[src/hdl/isobpr_pkg.sv]
// ----------------------------------------------------------------------------
// isobpr_pkg
// shared types, command codes and CRC_B helpers for the type B card responder
// ----------------------------------------------------------------------------
package isobpr_pkg;

    // input item: leading fields of one received frame
    typedef struct packed {
        logic [7:0]  first_byte;
        logic [31:0] pupi_in;
        logic [7:0]  attrib_param2;
        logic [7:0]  attrib_cid;
    } t_in;

    // result item: one transmitted byte
    typedef struct packed {
        logic [7:0] tx_byte;
        logic       last_byte;
        logic       respond;
    } t_out;

    // command kinds passed from decoder to transmitter
    localparam logic [2:0] CMD_NORESP = 3'd0;
    localparam logic [2:0] CMD_ATQB   = 3'd1;
    localparam logic [2:0] CMD_BYTE   = 3'd2;
    localparam logic [2:0] CMD_EMPTY  = 3'd3;
    localparam logic [2:0] CMD_RESEND = 3'd4;

    typedef struct packed {
        logic [2:0] kind;
        logic [7:0] data;
    } t_cmd;

    // configuration register indexes
    localparam logic CFG_CARD_PUPI   = 1'b0;
    localparam logic CFG_CID_SUPPORT = 1'b1;

    localparam logic [31:0] CARD_PUPI_RST = 32'h2345_4567;

    // command decoding constants
    localparam logic [3:0] REQB_NIBBLE = 4'h5;
    localparam logic [7:0] CMD_ATTRIB  = 8'h1D;
    localparam logic [7:0] CMD_HLTB    = 8'h50;
    localparam logic [7:0] IBLK_MASK   = 8'hE2;
    localparam logic [7:0] IBLK_VAL    = 8'h02;
    localparam logic [7:0] SBLK_MASK   = 8'hC7;
    localparam logic [7:0] SBLK_VAL    = 8'hC2;
    localparam logic [7:0] RBLK_MASK   = 8'hE6;
    localparam logic [7:0] RBLK_VAL    = 8'hA2;
    localparam logic [7:0] RACK_BASE   = 8'hA2;
    localparam logic [7:0] RACK_KEEP   = 8'h09;
    localparam logic [7:0] HLTB_ANSWER = 8'h00;

    // ATQB content
    localparam logic [7:0] ATQB_HEAD   = 8'h50;
    localparam logic [7:0] ATQB_PROT1  = 8'h81;
    localparam logic [7:0] ATQB_PROT2  = 8'h40;
    localparam int         ATQB_LEN    = 12;

    // CRC_B, reflected 0x1021
    localparam logic [15:0] CRC_PRESET = 16'hFFFF;
    localparam logic [15:0] CRC_POLY   = 16'h8408;

    function automatic logic [15:0] crcb_update(input logic [15:0] crc,
                                                input logic [7:0]  b);
        logic [15:0] c;
        c = crc ^ {8'h00, b};
        for (int i = 0; i < 8; i++) begin
            if (c[0]) begin
                c = (c >> 1) ^ CRC_POLY;
            end else begin
                c = c >> 1;
            end
        end
        return c;
    endfunction

    // byte idx of the ATQB frame
    function automatic logic [7:0] atqb_byte(input logic [3:0]  idx,
                                             input logic [31:0] pupi,
                                             input logic        cid);
        logic [7:0] b;
        case (idx)
            4'd0:    b = ATQB_HEAD;
            4'd1:    b = pupi[31:24];
            4'd2:    b = pupi[23:16];
            4'd3:    b = pupi[15:8];
            4'd4:    b = pupi[7:0];
            4'd10:   b = ATQB_PROT1;
            4'd11:   b = ATQB_PROT2 | {7'd0, cid};
            default: b = 8'h00;
        endcase
        return b;
    endfunction

endpackage

[src/hdl/isobpr_front.sv]
// ----------------------------------------------------------------------------
// isobpr_front
// frame decoder: classifies each item and keeps the block number
// ----------------------------------------------------------------------------
module isobpr_front import isobpr_pkg::*; (
    input  logic        i_clk,
    input  logic        i_rst_n,
    input  logic        i_push,
    input  t_in         i_item,
    input  logic [31:0] i_card_pupi,
    input  logic        i_q_full,
    output logic        o_full,
    output logic        o_q_push,
    output t_cmd        o_q_cmd
);

    logic r_block_num;
    logic n_block_num;
    logic [7:0] fb;

    assign fb       = i_item.first_byte;
    assign o_full   = i_q_full;
    assign o_q_push = i_push && !i_q_full;

    always_comb begin
        n_block_num  = r_block_num;
        o_q_cmd.kind = CMD_NORESP;
        o_q_cmd.data = 8'h00;
        if (fb[3:0] == REQB_NIBBLE) begin
            n_block_num  = 1'b1;
            o_q_cmd.kind = CMD_ATQB;
        end else if (fb == CMD_ATTRIB) begin
            if (i_item.pupi_in == i_card_pupi) begin
                o_q_cmd.kind = CMD_BYTE;
                o_q_cmd.data = {i_item.attrib_param2[3:0], i_item.attrib_cid[3:0]};
            end
        end else if ((fb & IBLK_MASK) == IBLK_VAL) begin
            n_block_num  = !r_block_num;
            o_q_cmd.kind = CMD_BYTE;
            // chained block is acknowledged
            o_q_cmd.data = fb[4] ? (RACK_BASE | (fb & RACK_KEEP)) : fb;
        end else if ((fb & SBLK_MASK) == SBLK_VAL) begin
            o_q_cmd.kind = CMD_BYTE;
            o_q_cmd.data = fb;
        end else if ((fb & RBLK_MASK) == RBLK_VAL) begin
            if (fb[0] != r_block_num) begin
                n_block_num  = !r_block_num;
                o_q_cmd.kind = CMD_EMPTY;
            end else begin
                o_q_cmd.kind = CMD_RESEND;
            end
        end else if (fb == CMD_HLTB) begin
            o_q_cmd.kind = CMD_BYTE;
            o_q_cmd.data = HLTB_ANSWER;
        end
    end

    always_ff @(posedge i_clk) begin
        if (!i_rst_n) begin
            r_block_num <= 1'b1;
        end else if (o_q_push) begin
            r_block_num <= n_block_num;
        end
    end

endmodule

[src/hdl/isobpr_cmdq.sv]
// ----------------------------------------------------------------------------
// isobpr_cmdq
// two-entry command queue between decoder and transmitter
// ----------------------------------------------------------------------------
module isobpr_cmdq import isobpr_pkg::*; (
    input  logic i_clk,
    input  logic i_rst_n,
    input  logic i_push,
    input  t_cmd i_cmd,
    input  logic i_pop,
    output logic o_full,
    output logic o_empty,
    output t_cmd o_cmd
);

    localparam int DEPTH = 2;

    t_cmd       r_slot [DEPTH];
    logic       r_wr_ptr;
    logic       r_rd_ptr;
    logic [1:0] r_count;

    assign o_full  = (r_count == 2'(DEPTH));
    assign o_empty = (r_count == 2'd0);
    assign o_cmd   = r_slot[r_rd_ptr];

    always_ff @(posedge i_clk) begin
        if (i_push && !o_full) begin
            r_slot[r_wr_ptr] <= i_cmd;
        end
    end

    always_ff @(posedge i_clk) begin
        if (!i_rst_n) begin
            r_wr_ptr <= 1'b0;
            r_rd_ptr <= 1'b0;
            r_count  <= 2'd0;
        end else begin
            if (i_push && !o_full) begin
                r_wr_ptr <= !r_wr_ptr;
            end
            if (i_pop && !o_empty) begin
                r_rd_ptr <= !r_rd_ptr;
            end
            r_count <= r_count + 2'((i_push && !o_full) ? 1 : 0)
                               - 2'((i_pop && !o_empty) ? 1 : 0);
        end
    end

    a_count_range: assert property (@(posedge i_clk) disable iff (!i_rst_n)
        r_count <= 2'(DEPTH))
        else $error("command queue count overrun");

endmodule

[src/hdl/isobpr_back.sv]
// ----------------------------------------------------------------------------
// isobpr_back
// transmitter: emits response bytes with CRC_B or a no-response item, and keeps the last frame
// ----------------------------------------------------------------------------
module isobpr_back import isobpr_pkg::*; #(
    parameter int MAX_FRAME_BYTES = 12
) (
    input  logic        i_clk,
    input  logic        i_rst_n,
    input  logic        i_q_empty,
    input  t_cmd        i_q_cmd,
    output logic        o_q_pop,
    input  logic [31:0] i_card_pupi,
    input  logic        i_cid_support,
    input  logic        i_pop,
    output logic        o_empty,
    output t_out        o_item
);

    localparam int LEN_W  = $clog2(MAX_FRAME_BYTES + 1);
    localparam int ADDR_W = $clog2(MAX_FRAME_BYTES);

    localparam logic [2:0] ST_IDLE = 3'd0;
    localparam logic [2:0] ST_NRSP = 3'd1;
    localparam logic [2:0] ST_DATA = 3'd2;
    localparam logic [2:0] ST_CRCL = 3'd3;
    localparam logic [2:0] ST_CRCH = 3'd4;

    logic [2:0]       r_state, n_state;
    logic [2:0]       r_kind, n_kind;
    logic [7:0]       r_data, n_data;
    logic [LEN_W-1:0] r_len, n_len;
    logic [LEN_W-1:0] r_idx, n_idx;
    logic [LEN_W-1:0] r_last_len, n_last_len;
    logic [15:0]      r_crc, n_crc;
    t_out             r_out, n_out;
    logic             r_out_vld, n_out_vld;

    logic [7:0] r_mem [MAX_FRAME_BYTES];
    logic [7:0] r_rd_data;
    logic [7:0] cur_byte;
    logic       wr_en;
    logic       can_emit;

    assign can_emit = !r_out_vld || i_pop;
    assign o_empty  = !r_out_vld;
    assign o_item   = r_out;

    always_comb begin
        case (r_kind)
            CMD_ATQB:   cur_byte = atqb_byte(r_idx[3:0], i_card_pupi, i_cid_support);
            CMD_BYTE:   cur_byte = r_data;
            CMD_RESEND: cur_byte = r_rd_data;
            default:    cur_byte = 8'h00;
        endcase
    end

    always_comb begin
        n_state    = r_state;
        n_kind     = r_kind;
        n_data     = r_data;
        n_len      = r_len;
        n_idx      = r_idx;
        n_last_len = r_last_len;
        n_crc      = r_crc;
        n_out      = r_out;
        n_out_vld  = r_out_vld && !i_pop;
        o_q_pop    = 1'b0;
        wr_en      = 1'b0;
        case (r_state)
            ST_IDLE: begin
                n_idx = '0;
                if (!i_q_empty) begin
                    o_q_pop = 1'b1;
                    n_kind  = i_q_cmd.kind;
                    n_data  = i_q_cmd.data;
                    n_crc   = CRC_PRESET;
                    case (i_q_cmd.kind)
                        CMD_ATQB: begin
                            n_len      = LEN_W'(ATQB_LEN);
                            n_last_len = LEN_W'(ATQB_LEN);
                            n_state    = ST_DATA;
                        end
                        CMD_BYTE: begin
                            n_len      = LEN_W'(1);
                            n_last_len = LEN_W'(1);
                            n_state    = ST_DATA;
                        end
                        CMD_EMPTY: begin
                            n_len      = '0;
                            n_last_len = '0;
                            n_state    = ST_CRCL;
                        end
                        CMD_RESEND: begin
                            n_len   = r_last_len;
                            n_state = (r_last_len == '0) ? ST_CRCL : ST_DATA;
                        end
                        default: begin
                            n_state = ST_NRSP;
                        end
                    endcase
                end
            end
            ST_NRSP: begin
                if (can_emit) begin
                    n_out_vld = 1'b1;
                    n_out     = '{tx_byte: 8'h00, last_byte: 1'b1, respond: 1'b0};
                    n_state   = ST_IDLE;
                end
            end
            ST_DATA: begin
                if (can_emit) begin
                    n_out_vld = 1'b1;
                    n_out     = '{tx_byte: cur_byte, last_byte: 1'b0, respond: 1'b1};
                    wr_en     = (r_kind != CMD_RESEND);
                    n_crc     = crcb_update(r_crc, cur_byte);
                    n_idx     = r_idx + LEN_W'(1);
                    if (n_idx == r_len) begin
                        n_state = ST_CRCL;
                    end
                end
            end
            ST_CRCL: begin
                if (can_emit) begin
                    n_out_vld = 1'b1;
                    n_out     = '{tx_byte: ~r_crc[7:0], last_byte: 1'b0, respond: 1'b1};
                    n_state   = ST_CRCH;
                end
            end
            ST_CRCH: begin
                if (can_emit) begin
                    n_out_vld = 1'b1;
                    n_out     = '{tx_byte: ~r_crc[15:8], last_byte: 1'b1, respond: 1'b1};
                    n_state   = ST_IDLE;
                end
            end
            default: begin
                n_state = ST_IDLE;
            end
        endcase
    end

    // last frame store, read one byte ahead of use
    always_ff @(posedge i_clk) begin
        if (wr_en) begin
            r_mem[r_idx[ADDR_W-1:0]] <= cur_byte;
        end
        if (n_idx < LEN_W'(MAX_FRAME_BYTES)) begin
            r_rd_data <= r_mem[n_idx[ADDR_W-1:0]];
        end
    end

    always_ff @(posedge i_clk) begin
        r_kind <= n_kind;
        r_data <= n_data;
        r_len  <= n_len;
        r_idx  <= n_idx;
        r_crc  <= n_crc;
        r_out  <= n_out;
        if (!i_rst_n) begin
            r_state    <= ST_IDLE;
            r_last_len <= '0;
            r_out_vld  <= 1'b0;
        end else begin
            r_state    <= n_state;
            r_last_len <= n_last_len;
            r_out_vld  <= n_out_vld;
        end
    end

    a_noresp_form: assert property (@(posedge i_clk) disable iff (!i_rst_n)
        r_out_vld && !r_out.respond |-> r_out.last_byte && r_out.tx_byte == 8'h00)
        else $error("no-response item malformed");

    a_idx_in_frame: assert property (@(posedge i_clk) disable iff (!i_rst_n)
        r_state == ST_DATA |-> r_idx < r_len && r_len <= LEN_W'(MAX_FRAME_BYTES))
        else $error("byte index past frame length");

    a_crc_closes: assert property (@(posedge i_clk) disable iff (!i_rst_n)
        r_state == ST_CRCH && can_emit |=> r_out_vld && r_out.last_byte && r_state == ST_IDLE)
        else $error("frame not closed after CRC high byte");

endmodule

[src/hdl/iso14443b_picc_responder_top.sv]
// ----------------------------------------------------------------------------
// iso14443b_picc_responder_top
// type B card block-protocol responder: decoder, command queue, transmitter
// ----------------------------------------------------------------------------
// Each item holds the leading fields of one received frame. The decoder
// classifies it (REQB/WUPB, ATTRIB, I-, S-, R-block, HLTB, unknown) in the
// cycle it is accepted and queues a short command; the transmitter then sends
// the response one byte per cycle while the output register can take a byte,
// followed by the two CRC_B bytes, the last byte flagged. For each frame the
// transmitter first takes the command from the queue in its idle state, then
// sends the data bytes and then the two CRC bytes: the 12-byte ATQB, a one-byte
// answer and an empty frame of CRC only; a frame with no answer gives a single
// no-response item instead. A two-entry command queue lets up to two further
// items be accepted while a frame is still being sent, and an output register
// keeps the input side moving while a result waits. The user must write
// configuration only while the block is idle; the block does not enforce it.
module iso14443b_picc_responder_top import isobpr_pkg::*; #(
    parameter int MAX_FRAME_BYTES = 12
) (
    input  logic        i_clk,
    input  logic        i_rst_n,
    // input queue side
    input  logic        push,
    output logic        full,
    input  t_in         i_item,
    // result queue side
    output logic        empty,
    input  logic        pop,
    output t_out        o_item,
    // configuration write port
    input  logic        i_cfg_we,
    input  logic        i_cfg_idx,
    input  logic [31:0] i_cfg_wdata
);

    // configuration registers
    logic [31:0] r_card_pupi;
    logic        r_cid_support;

    // decoder to queue
    logic q_push;
    t_cmd q_in_cmd;
    logic q_full;

    // queue to transmitter
    logic q_pop;
    logic q_empty;
    t_cmd q_out_cmd;

    always_ff @(posedge i_clk) begin
        if (!i_rst_n) begin
            r_card_pupi   <= CARD_PUPI_RST;
            r_cid_support <= 1'b1;
        end else if (i_cfg_we) begin
            case (i_cfg_idx)
                CFG_CARD_PUPI:   r_card_pupi   <= i_cfg_wdata;
                CFG_CID_SUPPORT: r_cid_support <= i_cfg_wdata[0];
                default: ;
            endcase
        end
    end

    // frame decoder, owns the block number
    isobpr_front u_front (
        .i_clk       (i_clk),
        .i_rst_n     (i_rst_n),
        .i_push      (push),
        .i_item      (i_item),
        .i_card_pupi (r_card_pupi),
        .i_q_full    (q_full),
        .o_full      (full),
        .o_q_push    (q_push),
        .o_q_cmd     (q_in_cmd)
    );

    // decouples decoding from transmission
    isobpr_cmdq u_cmdq (
        .i_clk   (i_clk),
        .i_rst_n (i_rst_n),
        .i_push  (q_push),
        .i_cmd   (q_in_cmd),
        .i_pop   (q_pop),
        .o_full  (q_full),
        .o_empty (q_empty),
        .o_cmd   (q_out_cmd)
    );

    // byte transmitter, owns the last frame and its length
    isobpr_back #(
        .MAX_FRAME_BYTES (MAX_FRAME_BYTES)
    ) u_back (
        .i_clk         (i_clk),
        .i_rst_n       (i_rst_n),
        .i_q_empty     (q_empty),
        .i_q_cmd       (q_out_cmd),
        .o_q_pop       (q_pop),
        .i_card_pupi   (r_card_pupi),
        .i_cid_support (r_cid_support),
        .i_pop         (pop),
        .o_empty       (empty),
        .o_item        (o_item)
    );

endmodule
[config.mk]
export PLATFORM = sky130hd
export DESIGN_NAME = iso14443b_picc_responder_top
export DESIGN_NICKNAME = d
export VERILOG_FILES = /design/src/hdl/isobpr_pkg.sv /design/src/hdl/isobpr_front.sv /design/src/hdl/isobpr_cmdq.sv /design/src/hdl/isobpr_back.sv /design/src/hdl/iso14443b_picc_responder_top.sv
export SDC_FILE = /design/constraint.sdc
export NUM_CORES = 1
export LEC_CHECK = 0
export ABC_AREA = 1
export BUFFER_PORTS_ARGS = -buffer_cell sky130_fd_sc_hd__buf_2
export CAP_MARGIN = 0
export CORE_ASPECT_RATIO = 2
export CORE_MARGIN = 3
export CORE_UTILIZATION = 45
export CTS_BUF_LIST = sky130_fd_sc_hd__clkbuf_4 sky130_fd_sc_hd__clkbuf_8
export DETAILED_ROUTE_END_ITERATION = 8
export GPL_ROUTABILITY_DRIVEN = 0
export PLACE_DENSITY = 0.77
export SYNTH_ARGS = -nofsm -noshare
export SYNTH_HDL_FRONTEND = slang
export SYNTH_SLANG_ARGS = --single-unit
[constraint.sdc]
create_clock -name i_clk -period 2.1 [get_ports i_clk]
set_input_delay 0.105 -clock i_clk [delete_from_list [all_inputs] [get_ports i_clk]]
set_output_delay 0.105 -clock i_clk [all_outputs]
set_load 0.01 [all_outputs]
==> qor.txt <==
number of DRC markers in iteration 0: 863
pin count of the biggest net entering global routing: 50
all-layer global routing usage: 22.6%
largest family of logic cells by synthesized area: simple AND/OR/NAND/NOR gates
Syn Nets: 1187
Final WS setup: -99.6 ps
first-pass GRT wire length: 43900 µm
wire length per cell: 18.8 µm
Final HPWL DP: 20200 µm
vias per cell: 5.63
Seq pwr share: 38.3%
commonest non-fill, non-tap cells in the layout: nand2_1, edfxtp_1, nand3_1
Remaining Overflow, GRT: 0
WP data arrival: 2500 ps
Max Freq: 0.455 GHz
Critical Path End Type: flip-flop
Post-Route WL: 30200 µm
worst r2r dst: u_back.r_crc[0]
final setup vio count: 12
Core Util, Final: 59.7%
Setup crit end: u_back.r_crc[0]
Sw Ratio: 38.7%
failing checks: negative setup slack
Num Clock Sinks: 214
Cell Rows: 77
P_sw: 6140 µW
simple-gate share of the synthesized area: 24.5%
chip height: 220 µm
Fin Hold WS: 31.6 ps
Slew Limit Fails: 0
Final Hold Viols: 0
Core ar.: 22300 µm²
WS Path Type: flip-flop to flip-flop
Initial Utilization: 46.2%
antenna-violating nets left: 0
Synth area leader: edfxtp_1
root buffer cell: clkbuf_8
commonest non-fill, non-tap cell in the layout: nand2_1
clock latency on the worst-skew pair: 570 ps
RSZ-0062 raised after global routing: true
CTS tree: built
H-tree lvl count: 1
share of layout cells above drive strength 1: 28.8%
pwr/cell area: 1190 nW/µm²
post-layout instance area: 13300 µm²
count of different cell masters after synthesis: 44
DR vias: 9062
Area Overhead vs Synth: 29.3%
CTS Buf Count: 26
Clock power frac: 20.5%
Die ar.: 24800 µm²
VDD IR max: 935 µV
I/O pin count: 106
Leakage: 0.00549 µW
area share of fa/ha/maj cells after synthesis: 0.974%
FF-to-FF Start: u_back.r_idx[2]
Tot Pwr: 15900 µW
DR pass1 iterations: 8
Syn Inst Count: 1085
initial antenna violation count: 0
worst hold-check path type: primary input to flip-flop
Startpoint Class: flip-flop
status: finished, violations left
Final Net Count: 1416
Final Critical Period: 2200 ps
vias in the first global route: 8956
worst-case clock buffer depth: 3
xor/xnor share of the synthesized area: 2.04%
Syn Area/Cell: 9.47 µm²
Worst Path Required: 2400 ps
mux contribution to synthesized area: 1.18%
Synth Area in Compound Gates: 7.38%
worst-path fanout max: 8
fin crit share: 105%
Slew headroom: 33.8%
Port Buf Inserts: 97
Clock transition at path regs: 80 ps
Synth area leaders: edfxtp_1, dfxtp_1, nand2_1
worst-case reg-to-reg path depth: 13
Yosys reg bits: 214
DRC viols: 0
Clock Skew: 24.8 ps
Seq/Total Area, Yosys: 57.7%
CP Launch Point: u_back.r_idx[2]
placed inst area: 11500 µm²
mapped cell area: 10300 µm²
Worst R2R Setup Slack: -100 ps
warning count from the yosys run: 0
post-synth top area share: 48.2%
Internal Power: 9730 µW
Comb power frac: 41.2%
Max-cap violations: 0
actual slew at the worst max-slew pin: 989 ps
Die Span X: 113 µm
## repair_timing
| item | CTS | global route |
|---|---|---|
| hold buffers | 43 | 0 |
| gates cloned | 1 | 2 |
| gates resized for setup | 15 | 116 |
| buffers inserted | 1 | 23 |
| hold endpoints to repair | 48 | 0 |
| pin swaps | 10 | 51 |
| setup endpoints to repair | 16 | 43 |
## metrics by stage
stage | setup WS [ps] | setup TNS (ps) | cells
3_5_place_dp | -83.5 | -403 | 1492
4_1_cts | -5.88 | -9.40 | 1585
6_report | -99.6 | -615 | 1611
3_3_place_gp | -22.8 | -39.0 | 1492
5_1_grt | -180 | -2710 | 1610
2_1_floorplan | 10.8 | 0 | 1085
## logic make-up after synthesis
family,Yosys count
muxes,11
and+or+nand+nor,548
xor gates and xnor gates,24
buffers and inverters,153
AOI/OAI and AO/OA,127
DFF,214
adders and majority gates,8
## sequential cells by signal, summed over array words and instances (netlist names), 2 cells and up, named ones only
register,flops
u_back.r_crc,16
u_back.r_len,2
u_back.r_state,3
u_back.o_item,10
u_back.r_last_len,2
u_back.r_rd_data,8
u_cmdq.r_slot,22
r_card_pupi,32
u_back.r_data,8
u_cmdq.r_count,2
u_back.r_mem,96
u_back.r_kind,3
u_back.r_idx,4
## power groups by stage
stage | Sequential (µW) | Clock (µW) | Combinational, µW
after floorplan | 6060 | 0 | 3330
after global placement | 6100 | 0 | 5140
after detailed placement | 6110 | 0 | 5300
after CTS | 6040 | 3270 | 5460
after global routing | 6130 | 3470 | 7060
final | 6080 | 3250 | 6540
## area by class of cell
cell class / instances / area (µm²)
clock buffer: 34 / 424
sequential: 214 / 5950
antenna: 1 / 2.50
fill: 1681 / 8960
timing repair buffer: 240 / 1810
clock inverter: 14 / 155
inverter: 114 / 444
tap: 276 / 345
multi-input combinational: 718 / 4170
## worst min-delay path by stage
stage / startpoint / to / slack [ps] / depth (start not counted)
6_report: pop / u_back.r_out_vld / 30 / 6
5_1_grt: pop / u_back.r_out_vld / 60 / 6
4_1_cts: pop / u_back.r_out_vld / 8 / 6
3_5_place_dp: i_cfg_wdata[10] / r_card_pupi[10] / 320 / 3
3_3_place_gp: i_cfg_wdata[10] / r_card_pupi[10] / 320 / 3
2_1_floorplan: i_cfg_wdata[0] / r_card_pupi[0] / 230 / 2
## Yosys cell counts, drive strengths merged
cell	n
nand2	270
edfxtp	165
nand3	142
inv	113
nor2	86
o21ai	64
dfxtp	49
a21oi	22
nand4	22
buf	21
xnor2	21
o211ai	20
clkbuf	18
or2	13
mux2	9
ha	8
o221ai	8
o22ai	8
nor3	6
nand3b	4
nor4	4
xor2	3
mux2i	2
o2111ai	2
a21boi	1
a31oi	1
a32oi	1
clkinv	1
nor3b	1
## layer usage
metal / share of wire, % / global-route usage, % / vias to the layer above
met5: 0 / 0 / -
met1: 32 / 20.7 / 4303
met4: 7.0 / 15.5 / 0
li1: - / - / 4182
met2: 56 / 44.6 / 430
met3: 5.3 / 2.69 / 147
## critical path, stage by stage (launching register included)
cell	delay (ps)
dfxtp_2	340
buf_12	130
nor2_8	210
nand2_2	100
nand2_2	110
inv_2	60
nand3_4	230
nand3_4	170
nand2_4	150
nand2_4	70
nand2_4	100
nand2_2	70
nand3b_1	100
nand3_1	80
No activity file was read; power rests on OpenSTA's default activity.
